## src/rtl/bmsi_pkg.sv

```systemverilog
// Shared types, codes and constants of the bank mapper with scanline interrupt.
package bmsi_pkg;

    localparam int PRG_BANK_BITS = 6;
    localparam int CNT_W         = 6;
    localparam int ADDR_W        = 19;
    localparam int BUS_ADDR_W    = 16;
    localparam int DATA_W        = 8;
    localparam int CFG_IDX_W     = 1;
    localparam int CFG_DATA_W    = 6;
    // Width for twice the chunk count, wide enough for the bank modulus.
    localparam int DBL_W         = (PRG_BANK_BITS > CNT_W + 1) ? PRG_BANK_BITS : CNT_W + 1;

    localparam logic [CNT_W-1:0]     PRG_COUNT_RESET = CNT_W'(2);
    localparam logic [BUS_ADDR_W-1:0] PRG_RAM_BASE   = 16'h6000;
    localparam logic [BUS_ADDR_W-1:0] PRG_RAM_TOP    = 16'h7FFF;

    typedef logic [PRG_BANK_BITS-1:0] prg_bank_t;
    typedef logic [CFG_IDX_W-1:0]     cfg_index_t;
    typedef logic [CFG_DATA_W-1:0]    cfg_data_t;
    typedef logic [BUS_ADDR_W-1:0]    bus_address_t;
    typedef logic [DATA_W-1:0]        byte_t;
    typedef logic [ADDR_W-1:0]        mapped_address_t;

    typedef enum logic [2:0] {
        KIND_CPU_READ  = 3'd0,
        KIND_CPU_WRITE = 3'd1,
        KIND_PPU_READ  = 3'd2,
        KIND_PPU_WRITE = 3'd3,
        KIND_TICK      = 3'd4
    } kind_t;

    typedef enum logic [2:0] {
        TGT_NONE      = 3'd0,
        TGT_PRG_RAM   = 3'd1,
        TGT_PRG_ROM   = 3'd2,
        TGT_CHR       = 3'd3,
        TGT_NAMETABLE = 3'd4
    } target_t;

    // Register window decoded from CPU address bits 14:13 above 0x8000.
    typedef enum logic [1:0] {
        WIN_BANK   = 2'd0,
        WIN_MIRROR = 2'd1,
        WIN_IRQ    = 2'd2,
        WIN_ENABLE = 2'd3
    } reg_window_t;

    localparam cfg_index_t CFG_PRG_COUNT = 1'd0;
    localparam cfg_index_t CFG_CHR_RAM   = 1'd1;

    typedef struct packed {
        target_t         target;
        mapped_address_t mapped_address;
        logic            write_enable;
        byte_t           write_data;
        logic            irq_pulse;
    } result_t;

endpackage

```

## src/rtl/bmsi_if.sv

```systemverilog
// Valid/ready channel interfaces for bus events in and mapping results out.
interface bmsi_in_if;
    import bmsi_pkg::*;

    logic         valid;
    logic         ready;
    logic [2:0]   kind;
    bus_address_t bus_address;
    byte_t        bus_data;

    modport source (output valid, output kind, output bus_address, output bus_data,
                    input ready);
    modport sink (input valid, input kind, input bus_address, input bus_data,
                  output ready);
endinterface

interface bmsi_out_if;
    import bmsi_pkg::*;

    logic            valid;
    logic            ready;
    logic [2:0]      target;
    mapped_address_t mapped_address;
    logic            write_enable;
    byte_t           write_data;
    logic            irq_pulse;

    modport source (output valid, output target, output mapped_address,
                    output write_enable, output write_data, output irq_pulse,
                    input ready);
    modport sink (input valid, input target, input mapped_address,
                  input write_enable, input write_data, input irq_pulse,
                  output ready);
endinterface

```

## src/rtl/bmsi_core.sv

```systemverilog
// Mapper state, register programming, address translation and scanline counter.
module bmsi_core (
    input  logic                     clk,
    input  logic                     rst_n,
    input  logic                     accept,
    input  logic [2:0]               kind,
    input  bmsi_pkg::bus_address_t   bus_address,
    input  bmsi_pkg::byte_t          bus_data,
    input  logic                     cfg_we,
    input  bmsi_pkg::cfg_index_t     cfg_index,
    input  bmsi_pkg::cfg_data_t      cfg_data,
    output bmsi_pkg::result_t        result
);
    import bmsi_pkg::*;

    logic [CNT_W-1:0] prg_count_reg;
    logic             chr_is_ram_reg;
    logic [2:0]       bank_select_reg, bank_select_next;
    logic             prg_swap_mode_reg, prg_swap_mode_next;
    logic             chr_invert_reg, chr_invert_next;
    byte_t            bank_regs_reg [8];
    byte_t            bank_regs_next [8];
    logic             maps_valid_reg, maps_valid_next;
    logic             mirror_horizontal_reg, mirror_horizontal_next;
    byte_t            irq_reload_value_reg, irq_reload_value_next;
    byte_t            irq_count_reg, irq_count_next;
    logic             irq_on_reg, irq_on_next;
    logic             irq_reload_pending_reg, irq_reload_pending_next;

    logic [DBL_W-1:0] count_dbl;
    prg_bank_t        second_last_bank;
    prg_bank_t        last_bank;
    prg_bank_t        r6_bank;
    prg_bank_t        prg_bank;
    logic [2:0]       chr_slot;
    byte_t            chr_bank;
    logic [13:0]      pa;
    logic [10:0]      nt_address;
    logic             in_prg_ram;

    assign count_dbl        = DBL_W'({prg_count_reg, 1'b0});
    assign second_last_bank = PRG_BANK_BITS'(count_dbl - DBL_W'(2));
    assign last_bank        = PRG_BANK_BITS'(count_dbl - DBL_W'(1));
    assign r6_bank          = bank_regs_reg[6][PRG_BANK_BITS-1:0];
    assign pa               = bus_address[13:0];
    assign in_prg_ram       = bus_address inside {[PRG_RAM_BASE:PRG_RAM_TOP]};
    assign nt_address       = {mirror_horizontal_reg ? pa[11] : pa[10], pa[9:0]};

    // Bank maps are derived from the bank registers; before the first bank
    // write they keep their power-on contents.
    always_comb
    begin
        case (bus_address[14:13])
            2'd0:    prg_bank = !maps_valid_reg ? '0
                              : (prg_swap_mode_reg ? second_last_bank : r6_bank);
            2'd1:    prg_bank = maps_valid_reg ? bank_regs_reg[7][PRG_BANK_BITS-1:0]
                                               : PRG_BANK_BITS'(1);
            2'd2:    prg_bank = (maps_valid_reg && prg_swap_mode_reg) ? r6_bank
                                                                      : second_last_bank;
            default: prg_bank = last_bank;
        endcase
    end

    // With CHR inversion the 2 KiB pair banks move to the upper half.
    assign chr_slot = pa[12:10] ^ {chr_invert_reg, 2'b00};

    always_comb
    begin
        case (chr_slot)
            3'd0, 3'd1: chr_bank = {bank_regs_reg[0][7:1], chr_slot[0]};
            3'd2, 3'd3: chr_bank = {bank_regs_reg[1][7:1], chr_slot[0]};
            3'd4:       chr_bank = bank_regs_reg[2];
            3'd5:       chr_bank = bank_regs_reg[3];
            3'd6:       chr_bank = bank_regs_reg[4];
            default:    chr_bank = bank_regs_reg[5];
        endcase
        if (!maps_valid_reg)
        begin
            chr_bank = '0;
        end
    end

    always_comb
    begin
        result                  = '0;
        result.target           = TGT_NONE;
        bank_select_next        = bank_select_reg;
        prg_swap_mode_next      = prg_swap_mode_reg;
        chr_invert_next         = chr_invert_reg;
        bank_regs_next          = bank_regs_reg;
        maps_valid_next         = maps_valid_reg;
        mirror_horizontal_next  = mirror_horizontal_reg;
        irq_reload_value_next   = irq_reload_value_reg;
        irq_count_next          = irq_count_reg;
        irq_on_next             = irq_on_reg;
        irq_reload_pending_next = irq_reload_pending_reg;

        case (kind_t'(kind))
            KIND_CPU_READ:
            begin
                if (in_prg_ram)
                begin
                    result.target         = TGT_PRG_RAM;
                    result.mapped_address = ADDR_W'(bus_address[12:0]);
                end
                else if (bus_address[15])
                begin
                    result.target         = TGT_PRG_ROM;
                    result.mapped_address = ADDR_W'({prg_bank, bus_address[12:0]});
                end
                else
                begin
                    result.target         = TGT_PRG_ROM;
                    result.mapped_address = ADDR_W'(bus_address[12:0]);
                end
            end
            KIND_CPU_WRITE:
            begin
                result.write_data = bus_data;
                if (in_prg_ram)
                begin
                    result.target         = TGT_PRG_RAM;
                    result.mapped_address = ADDR_W'(bus_address[12:0]);
                    result.write_enable   = 1'b1;
                end
                else if (bus_address[15])
                begin
                    case (reg_window_t'(bus_address[14:13]))
                        WIN_BANK:
                        begin
                            if (!bus_address[0])
                            begin
                                bank_select_next   = bus_data[2:0];
                                prg_swap_mode_next = bus_data[6];
                                chr_invert_next    = bus_data[7];
                            end
                            else
                            begin
                                bank_regs_next[bank_select_reg] = bus_data;
                            end
                            maps_valid_next = 1'b1;
                        end
                        WIN_MIRROR:
                        begin
                            if (!bus_address[0])
                            begin
                                mirror_horizontal_next = bus_data[0];
                            end
                        end
                        WIN_IRQ:
                        begin
                            if (!bus_address[0])
                            begin
                                irq_reload_value_next = bus_data;
                            end
                            else
                            begin
                                irq_count_next          = '0;
                                irq_reload_pending_next = 1'b1;
                            end
                        end
                        default:
                        begin
                            irq_on_next = bus_address[0];
                        end
                    endcase
                end
            end
            KIND_PPU_READ:
            begin
                if (pa[13])
                begin
                    result.target         = TGT_NAMETABLE;
                    result.mapped_address = ADDR_W'(nt_address);
                end
                else
                begin
                    result.target         = TGT_CHR;
                    result.mapped_address = ADDR_W'({chr_bank, pa[9:0]});
                end
            end
            KIND_PPU_WRITE:
            begin
                result.write_data = bus_data;
                if (pa[13])
                begin
                    result.target         = TGT_NAMETABLE;
                    result.mapped_address = ADDR_W'(nt_address);
                    result.write_enable   = 1'b1;
                end
                else if (chr_is_ram_reg)
                begin
                    result.target         = TGT_CHR;
                    result.mapped_address = ADDR_W'(pa[12:0]);
                    result.write_enable   = 1'b1;
                end
            end
            KIND_TICK:
            begin
                if ((irq_count_reg == '0) || irq_reload_pending_reg)
                begin
                    irq_count_next          = irq_reload_value_reg;
                    irq_reload_pending_next = 1'b0;
                end
                else
                begin
                    irq_count_next = irq_count_reg - 8'd1;
                end
                result.irq_pulse = (irq_count_next == '0) && irq_on_reg;
            end
            default:
            begin
                result.target = TGT_NONE;
            end
        endcase
    end

    always_ff @(posedge clk or negedge rst_n)
    begin
        if (!rst_n)
        begin
            prg_count_reg          <= PRG_COUNT_RESET;
            chr_is_ram_reg         <= 1'b0;
            bank_select_reg        <= '0;
            prg_swap_mode_reg      <= 1'b0;
            chr_invert_reg         <= 1'b0;
            bank_regs_reg          <= '{default: '0};
            maps_valid_reg         <= 1'b0;
            mirror_horizontal_reg  <= 1'b0;
            irq_reload_value_reg   <= '0;
            irq_count_reg          <= '0;
            irq_on_reg             <= 1'b0;
            irq_reload_pending_reg <= 1'b0;
        end
        else
        begin
            if (cfg_we)
            begin
                case (cfg_index)
                    CFG_PRG_COUNT: prg_count_reg  <= cfg_data[CNT_W-1:0];
                    CFG_CHR_RAM:   chr_is_ram_reg <= cfg_data[0];
                    default:       chr_is_ram_reg <= chr_is_ram_reg;
                endcase
            end
            if (accept)
            begin
                bank_select_reg        <= bank_select_next;
                prg_swap_mode_reg      <= prg_swap_mode_next;
                chr_invert_reg         <= chr_invert_next;
                bank_regs_reg          <= bank_regs_next;
                maps_valid_reg         <= maps_valid_next;
                mirror_horizontal_reg  <= mirror_horizontal_next;
                irq_reload_value_reg   <= irq_reload_value_next;
                irq_count_reg          <= irq_count_next;
                irq_on_reg             <= irq_on_next;
                irq_reload_pending_reg <= irq_reload_pending_next;
            end
        end
    end

endmodule

```

## src/rtl/bank_mapper_scanline_irq_unit.sv

```systemverilog
// Top level of the cartridge bank mapper with scanline interrupt counter.
// The unit takes one bus event word per clock while its input is ready
// (CPU read or write, PPU read or write, or scanline tick) and returns one
// result word for each: the memory that must answer, the byte address inside
// it, a write strobe with its data, and an interrupt pulse for ticks that fire
// the counter. Each word is mapped in a single pass of logic against the
// current mapper state and is registered once accepted, so the sustained
// rate is one word per clock for as long as the result side takes words. A
// second output entry acts as a skid stage: the input stays ready while a
// result waits, and drops ready only when both entries hold words.
// CPU writes at 0x8000 and above program the mapper and return a result
// with no target. The PRG chunk count and the CHR RAM flag are set through
// the configuration port, which must only be written while the unit is idle.
module bank_mapper_scanline_irq_unit (
    input  logic                 clk,
    input  logic                 rst_n,
    bmsi_in_if.sink              access,
    bmsi_out_if.source           result,
    input  logic                 cfg_we,
    input  bmsi_pkg::cfg_index_t cfg_index,
    input  bmsi_pkg::cfg_data_t  cfg_data
);
    import bmsi_pkg::*;

    logic    accept;
    logic    out_free;
    result_t mapped;
    result_t out_word_reg;
    logic    out_valid_reg;
    result_t skid_word_reg;
    logic    skid_valid_reg;

    // The skid entry only fills when the output register is stalled, so the
    // input can be ready from a register alone.
    assign access.ready = !skid_valid_reg;
    assign accept       = access.valid && !skid_valid_reg;
    assign out_free     = !out_valid_reg || result.ready;

    bmsi_core u_core (
        .clk         (clk),
        .rst_n       (rst_n),
        .accept      (accept),
        .kind        (access.kind),
        .bus_address (access.bus_address),
        .bus_data    (access.bus_data),
        .cfg_we      (cfg_we),
        .cfg_index   (cfg_index),
        .cfg_data    (cfg_data),
        .result      (mapped)
    );

    always_ff @(posedge clk or negedge rst_n)
    begin
        if (!rst_n)
        begin
            out_valid_reg  <= 1'b0;
            skid_valid_reg <= 1'b0;
        end
        else
        begin
            if (out_free)
            begin
                // The skid entry is older than any new word, so it goes first.
                out_valid_reg  <= skid_valid_reg || accept;
                skid_valid_reg <= 1'b0;
            end
            else if (accept)
            begin
                skid_valid_reg <= 1'b1;
            end
        end
    end

    always_ff @(posedge clk)
    begin
        if (out_free)
        begin
            out_word_reg <= skid_valid_reg ? skid_word_reg : mapped;
        end
        else if (accept)
        begin
            skid_word_reg <= mapped;
        end
    end

    assign result.valid          = out_valid_reg;
    assign result.target         = out_word_reg.target;
    assign result.mapped_address = out_word_reg.mapped_address;
    assign result.write_enable   = out_word_reg.write_enable;
    assign result.write_data     = out_word_reg.write_data;
    assign result.irq_pulse      = out_word_reg.irq_pulse;

endmodule

```

## src/flat_wrapper.sv

```systemverilog
// flat-port wrapper written by rule: the top's interface ports become plain ports
module bank_mapper_scanline_irq_unit_flat import bmsi_pkg::*;
  (clk, rst_n, cfg_we, cfg_index, cfg_data, access_valid, access_kind, access_bus_address, access_bus_data, access_ready, result_valid, result_target, result_mapped_address, result_write_enable, result_write_data, result_irq_pulse, result_ready);
  bmsi_in_if access_i ();
  bmsi_out_if result_i ();
  input  logic clk;
  input  logic rst_n;
  input  logic cfg_we;
  input  bmsi_pkg::cfg_index_t cfg_index;
  input  bmsi_pkg::cfg_data_t cfg_data;
  input wire logic [$bits(access_i.valid)-1:0] access_valid;
  input wire logic [$bits(access_i.kind)-1:0] access_kind;
  input wire logic [$bits(access_i.bus_address)-1:0] access_bus_address;
  input wire logic [$bits(access_i.bus_data)-1:0] access_bus_data;
  output wire logic [$bits(access_i.ready)-1:0] access_ready;
  output wire logic [$bits(result_i.valid)-1:0] result_valid;
  output wire logic [$bits(result_i.target)-1:0] result_target;
  output wire logic [$bits(result_i.mapped_address)-1:0] result_mapped_address;
  output wire logic [$bits(result_i.write_enable)-1:0] result_write_enable;
  output wire logic [$bits(result_i.write_data)-1:0] result_write_data;
  output wire logic [$bits(result_i.irq_pulse)-1:0] result_irq_pulse;
  input wire logic [$bits(result_i.ready)-1:0] result_ready;
  assign access_i.valid = access_valid;
  assign access_i.kind = access_kind;
  assign access_i.bus_address = access_bus_address;
  assign access_i.bus_data = access_bus_data;
  assign access_ready = access_i.ready;
  assign result_valid = result_i.valid;
  assign result_target = result_i.target;
  assign result_mapped_address = result_i.mapped_address;
  assign result_write_enable = result_i.write_enable;
  assign result_write_data = result_i.write_data;
  assign result_irq_pulse = result_i.irq_pulse;
  assign result_i.ready = result_ready;
  bank_mapper_scanline_irq_unit u_core (.clk(clk), .rst_n(rst_n), .access(access_i), .result(result_i), .cfg_we(cfg_we), .cfg_index(cfg_index), .cfg_data(cfg_data));
endmodule
```

## config.mk

```make
export PLATFORM = sky130hd
export DESIGN_NAME = bank_mapper_scanline_irq_unit_flat
export DESIGN_NICKNAME = d
export VERILOG_FILES = /design/src/rtl/bmsi_pkg.sv /design/src/rtl/bmsi_if.sv /design/src/rtl/bmsi_core.sv /design/src/rtl/bank_mapper_scanline_irq_unit.sv /design/src/flat_wrapper.sv
export SDC_FILE = /design/constraint.sdc
export NUM_CORES = 1
export LEC_CHECK = 0
export ABC_AREA = 1
export BUFFER_PORTS_ARGS = -buffer_cell sky130_fd_sc_hd__buf_4
export CORE_MARGIN = 10
export CORE_UTILIZATION = 60
export CTS_CLUSTER_DIAMETER = 120
export CTS_CLUSTER_SIZE = 16
export DETAILED_ROUTE_END_ITERATION = 10
export PLACE_DENSITY = 0.91
export SLEW_MARGIN = 40
export SYNTH_ARGS = -nofsm -noshare
export SYNTH_HDL_FRONTEND = slang
export SYNTH_HIERARCHICAL = 1
export SYNTH_SLANG_ARGS = --single-unit
```

## constraint.sdc

```tcl
create_clock -name clk -period 9.2 [get_ports clk]
set_input_delay 2.3 -clock clk [delete_from_list [all_inputs] [get_ports clk]]
set_output_delay 2.3 -clock clk [all_outputs]
set_load 0.01 [all_outputs]
```

==> results.ini, run 1 <==
[final_layout]
drive_gt1_frac = 0.151
syn_to_final_growth_pct = 16.7
design_area_um2 = 8420
largest_register_ffs = 58
layout.cells.non_filler = 1053
diodes = 0
layout_commonest_cell = nand2_1
nFillCells = 837
fin_util = 0.725
nets = 939
multiInputGateArea_um2 = 2560
final_cell_mix = 294 x nand2_1, 90 x dfrtp_1, 75 x inv_1
regArea_um2 = 4200

[placement]
gp_congestion = 0.921
dp_cells = 1021
hpwl_mm = 11.9
io_buffers = 71
place_area_um2 = 7810

[worst_setup_path]
endpoint_kind = flip-flop
cp_max_fo = 10
cpPeakStageDelay_ns = 0.45
startpoint_type = input pin
slowest_stage = a21oi_2
cp.required_ns = 9.38
reg2reg_depth = 13
worst-path-buf-inv = 3
crit_arrival_ns = 3.93
worst-setup-path-type = in -> reg
crit_chain = buf_4 -> inv_2 -> nor2_2 -> clkinv_1 -> nor2_1 -> o21ai_0 -> o21ai_0 -> a21oi_2 -> nor2_1 -> nand2_1 -> nand2_1
cp_top_family = compound AO/OA/AOI/OAI gates
crit_path_start = access_kind[0]
regToRegStartpoint = u_core/u_core/irq_count_reg[0]
path_depth = 11

[clock_network]
cts_tree = built
post_cts_buffers = 0
clockBufferDepth = 2
cts_root_buffer = clkbuf_16
cts-htree-levels = 4
cts.sinks = 155
numCtsBuffers = 17
path_clk_slew_ns = 0.06
cts_hold_buffers = 0
post_cts_resized = 0
clkLatencyLatePin_ns = 0.42

[detailed_routing]
vias = 5915
totalWireLength_mm = 17.5
dr.pass1.iters = 7
drt-initial-drc-count = 622
wire_per_inst_um = 16.6
route.detailed.vias_per_inst = 5.62
postRouteAntennaNets = 0
drc = 0

[sta]
finalSetupTns_ns = 0
fmax_mhz = 266
fin_hold_ws_ns = 0.486
setup_viol = 0
tightestPinTransition_ns = 0.691
period_minus_slack_ns = 3.76
hold_violations = 0
relSlewSlack = 0.538
period_share = 0.408
rsz0062_at_grt = no
maxSlewViolCount = 0
fin_skew_ns = 0.00608

[flow_run]
maxCapViolations = 0

[synthesis]
syn_inst = 825
synth_seq_cells = 155
synth_area_um2 = 7220
syn_area_per_cell_um2 = 8.75
synth_cell_types = 36
yosys_warnings = 6
ys_seq_area_frac = 0.582
synth_nets = 867

[floorplanning]
coreArea_um2 = 11600
ios = 73
dieArea_um2 = 16800
die_w_um = 130
die_h_um = 130
start_util = 0.621
placementRows = 39

[status]
outcome = complete, no violations

[global_route]
grt_usage = 0.215
grt_pass1_wl_mm = 28.3
antenna_found_initial = 0
grt_max_degree = 75
grt_pass1_vias = 5647
grt-ovfl-total = 0

[pwr]
p_leak_uw = 0.00403
pwr-share-clk = 0.392
cell_internal_pwr_uw = 1330
vdd_drop_max_mv = 0.103
powerDensity_nw_per_um2 = 217
switchingPower_uw = 494
swShare = 0.270
seqPwrFrac = 0.441
combPwrFrac = 0.167

[hold_path]
min_delay_path_depth = 2
hold_start = u_core/u_core/bank_regs_reg[62]
hold_class = reg -> reg

-- tightest hold or removal path, cell delays in order (launching register included) --
cell	delay (ns)
dfrtp_1	0.34
nand2_1	0.05
o21ai_0	0.06
-- worst paths after layout --
path,endpoint,slack [ns]
max in group asynchronous,u_core/u_core/bank_regs_reg[12],6.54
max,u_core/result.mapped_address[2],5.44
min in group asynchronous,u_core/u_core/bank_regs_reg[46],1.74
max reg2reg,u_core/result.irq_pulse,6.79
min,u_core/u_core/bank_regs_reg[62],0.49
min reg2reg,u_core/u_core/bank_regs_reg[62],0.49
-- cells in the mapped netlist (all sizes together) --
library cell | instances | share of area
nand2 | 312 | 0.17
o21ai | 101 | 0.070
dfrtp | 90 | 0.31
inv | 78 | 0.042
edfxtp | 64 | 0.27
nor2 | 61 | 0.033
nand3 | 31 | 0.022
a21oi | 23 | 0.016
buf | 14 | 0.017
clkbuf | 8 | 0.0042
nand4 | 7 | 0.0061
o22ai | 7 | 0.0061
nor3 | 5 | 0.0042
o211ai | 4 | 0.0042
ha | 3 | 0.0052
mux2 | 3 | 0.0047
o2111ai | 2 | 0.0024
o21a | 2 | 0.0021
xnor2 | 2 | 0.0024
xor2 | 2 | 0.0024
a21boi | 1 | 0.0010
a31oi | 1 | 0.00087
clkinv | 1 | 0.00052
dfstp | 1 | 0.0036
nor3b | 1 | 0.0026
nor4 | 1 | 0.00087
-- per-layer routing --
layer	track usage	routed length (um)	up-vias
li1	-	-	2835
met1	0.266	7080	2745
met2	0.347	8370	298
met3	0.0530	1590	37
met4	0.104	495	0
met5	0	0	-
-- final cells by class --
cell class | instances | share of cell area
Clock buffer | 18 | 0.0510
Clock inverter | 14 | 0.0212
Inverter | 79 | 0.0361
Multi-Input combinational cell | 569 | 0.305
Sequential cell | 155 | 0.499
Tap cell | 143 | 0.0212
Timing Repair Buffer | 75 | 0.0673
-- power groups by stage --
stage / Clock (uW) / Sequential [uW] / Combinational [uW]
after floorplan: 0 / 820 / 196
after global placement: 0 / 816 / 286
after detailed placement: 0 / 819 / 296
after CTS: 723 / 807 / 301
after global routing: 753 / 812 / 340
final: 717 / 807 / 305
-- through the flow --
stage / power (uW) / setup slack, ns
floorplan: 1020 / 4.23
global placement: 1100 / 4.93
detailed placement: 1110 / 4.92
CTS: 1830 / 5.34
global route: 1910 / 5.24
finish: 1830 / 5.44
-- cell families (layout without fill, tap and decap cells) --
family | count (synthesis) | after routing | synth area share
compound gates | 141 | 141 | 0.103
fa+ha+maj | 3 | 3 | 0.00520
buf+inv | 101 | 186 | 0.0635
flops | 155 | 155 | 0.582
simple gates | 418 | 418 | 0.237
xor+xnor | 4 | 4 | 0.00486
mux | 3 | 3 | 0.00468
Power figures use the tool's default switching activity.
==> run 2: changes to the inputs <==
ABC_AREA = 0   (was 1)
CORE_UTILIZATION = 59   (was 60)
PLACE_DENSITY = 0.9   (was 0.91)
clock period = 3.8 ns   (was 9.2 ns; I/O delays follow)
==> run 2 against run 1 <==
Against the previous run:
- non-clock buffer count is 3 higher
- register-to-register slack got worse by 5.8 ns
- critical endpoint is now u_core/u_core/bank_regs_reg[59]
- synthesized cell count fell by 32%
- setup slack worse by 4.6 ns
- synthesized area rose by 2.5%
- clock skew is essentially flat
- count of clock-buffer cells in the layout is 4 higher
- clock power up 110%
- utilization shrank 1.9 points
- first-iteration DRC count decreased by 26%
- sequential power rose by 150%
- flip-flop and latch count did not move
- largest cell class unchanged
==> results.ini, run 2 <==
[status]
outcome = complete, no violations

[pwr]
cell_internal_pwr_uw = 3130
combPwrFrac = 0.177
p_leak_uw = 0.00377
vdd_drop_max_mv = 0.268
pwr-share-clk = 0.357
switchingPower_uw = 1170
seqPwrFrac = 0.466
swShare = 0.273
powerDensity_nw_per_um2 = 501

[synthesis]
synth_ff_type = dfrtp_1
synth.top_cells.by_count = 90 x dfrtp_1, 89 x mux2_2, 64 x edfxtp_1, 33 x o21ai_0, 30 x nand2_1
synthXorXnorAreaFrac = 0.00710
synth_area_um2 = 7400
synth_nets = 602
ys_seq_area_frac = 0.568
synth-compound-area-share = 0.0709
yosys_warnings = 6
async_flop_share = 0.587
synth_cell_types = 54
yosysMostFrequentCell = dfrtp_1
syn_area_per_cell_um2 = 13.2
syn_inst = 560
synth_seq_cells = 155
synth.area.top_cells = dfrtp_1 30%, edfxtp_1 26%, mux2_2 14%
synthMuxAreaShare = 0.215
synth_top_area_share = 0.304
synth_top_family_by_area = multiplexers
synth_edf_count = 64
yosys.area_share.simple = 0.108
synth_top_area_cell = dfrtp_1
synthAdderAreaFrac = 0.00507

[clock_network]
cts-htree-levels = 4
cts_hold_buffers = 0
cts_tree = built
numCtsBuffers = 17
clockBufferDepth = 2
path_clk_slew_ns = 0.06
cts.sinks = 155
clkLatencyLatePin_ns = 0.42
post_cts_buffers = 0
cts_root_buffer = clkbuf_16
post_cts_resized = 0

[sta]
finalSetupTns_ns = 0
fin_hold_ws_ns = 0.501
maxSlewViolCount = 0
relSlewSlack = 0.531
hold_violations = 0
period_share = 0.769
setup_ws_ns = 0.878
period_minus_slack_ns = 2.92
fmax_mhz = 342
tightestPinTransition_ns = 0.704
rsz0062_at_grt = no
fin_skew_ns = 0.00598
setup_viol = 0

[final_layout]
final_cell_mix = 89 x mux2_2, 89 x dfrtp_1, 77 x buf_4
design_area_um2 = 8590
fin_util = 0.706
nFillCells = 817
drive_gt1_frac = 0.368
largest_register_ffs = 58
nets = 671
syn_to_final_growth_pct = 16.1
regArea_um2 = 4200
diodes = 0
multiInputGateArea_um2 = 3020

[worst_setup_path]
cp_top_family = simple AND/OR/NAND/NOR gates
reg2reg_depth = 8
cpPeakStageDelay_ns = 0.55
worst-setup-path-type = in -> reg
crit_arrival_ns = 3.23
crit_path_start = access_valid
cp.required_ns = 4.11
reg2reg_slack_ns = 0.99
regToRegStartpoint = u_core/u_core/irq_count_reg[0]
regToRegEndpoint = u_core/result.irq_pulse
worst-path-buf-inv = 1
startpoint_type = input pin
endpoint_kind = flip-flop
endpoint = u_core/u_core/bank_regs_reg[59]
path_depth = 6
crit_chain = buf_4 -> nor2b_1 -> nand4_1 -> or3b_1 -> nor4_4 -> mux2_2
slowest_stage = or3b_1
cp_max_fo = 7

[placement]
io_buffers = 71
place_area_um2 = 8050
hpwl_mm = 11.5
dpl_worst_slack_ns = 0.526
gp_congestion = 0.898

[hold_path]
hold_class = reg -> reg

[global_route]
grt-ovfl-total = 0
grt_max_degree = 74
grt_usage = 0.192
antenna_found_initial = 0
grt_pass1_vias = 5167
grt_pass1_wl_mm = 27.1

[flow_run]
maxCapViolations = 0

[detailed_routing]
totalWireLength_mm = 16.7
route.detailed.vias_per_inst = 6.14
drc = 0
dr.pass1.iters = 5
postRouteAntennaNets = 0
wire_per_inst_um = 20.6
vias = 4973
drt-initial-drc-count = 461

[floorplanning]
die_w_um = 132
placementRows = 40
dieArea_um2 = 17400
start_util = 0.608
coreArea_um2 = 12200
die_h_um = 132
ios = 73

[run 2: metal layers]
metal	vias up	track usage	routed length, um
met2	233	0.314	8110
met4	0	0.0878	470
li1	2205	-	-
met1	2488	0.234	7000
met5	-	0	0
met3	47	0.0507	1130
[run 2: cell families after synthesis]
group,after synthesis
AO/OA/AOI/OAI,85
XOR/XNOR,6
adder cells (fa/ha/maj),3
buffers and inverters,37
flip-flops,155
multiplexers,131
AND/OR/NAND/NOR,143
[run 2: per-stage QoR]
stage / power [uW] / std cells
after floorplan: 2520 / 560
after global placement: 2710 / 778
after detailed placement: 2770 / 778
after CTS: 4300 / 810
after global routing: 4490 / 810
final: 4300 / 810
[run 2: worst min-delay path by stage]
stage | start | endpoint | cells after the start
after global routing | u_core/u_core/bank_regs_reg[58] | u_core/u_core/bank_regs_reg[58] | 1
after CTS | u_core/u_core/bank_regs_reg[31] | u_core/u_core/bank_regs_reg[31] | 1
final | u_core/u_core/bank_regs_reg[27] | u_core/u_core/bank_regs_reg[27] | 1
after floorplan | u_core/u_core/bank_regs_reg[0] | u_core/u_core/bank_regs_reg[0] | 1
after global placement | u_core/u_core/bank_regs_reg[31] | u_core/u_core/bank_regs_reg[31] | 1
after detailed placement | u_core/u_core/bank_regs_reg[31] | u_core/u_core/bank_regs_reg[31] | 1
[run 2: power groups by stage]
stage / sequential, uW / clock (uW) / combinational, uW
4_1_cts: 2000 / 1550 / 747
3_5_place_dp: 2030 / 0 / 740
2_1_floorplan: 2010 / 0 / 513
3_3_place_gp: 2020 / 0 / 696
5_1_grt: 2020 / 1640 / 829
6_report: 2010 / 1540 / 761
[run 2: area by class of cell]
cell class / instances / share of cell area
clock inverter: 10 / 0.00903
inverter: 9 / 0.00393
sequential: 155 / 0.489
clock buffer: 22 / 0.0529
timing repair buffer: 78 / 0.0686
tap: 168 / 0.0245
multi-input combinational: 368 / 0.352
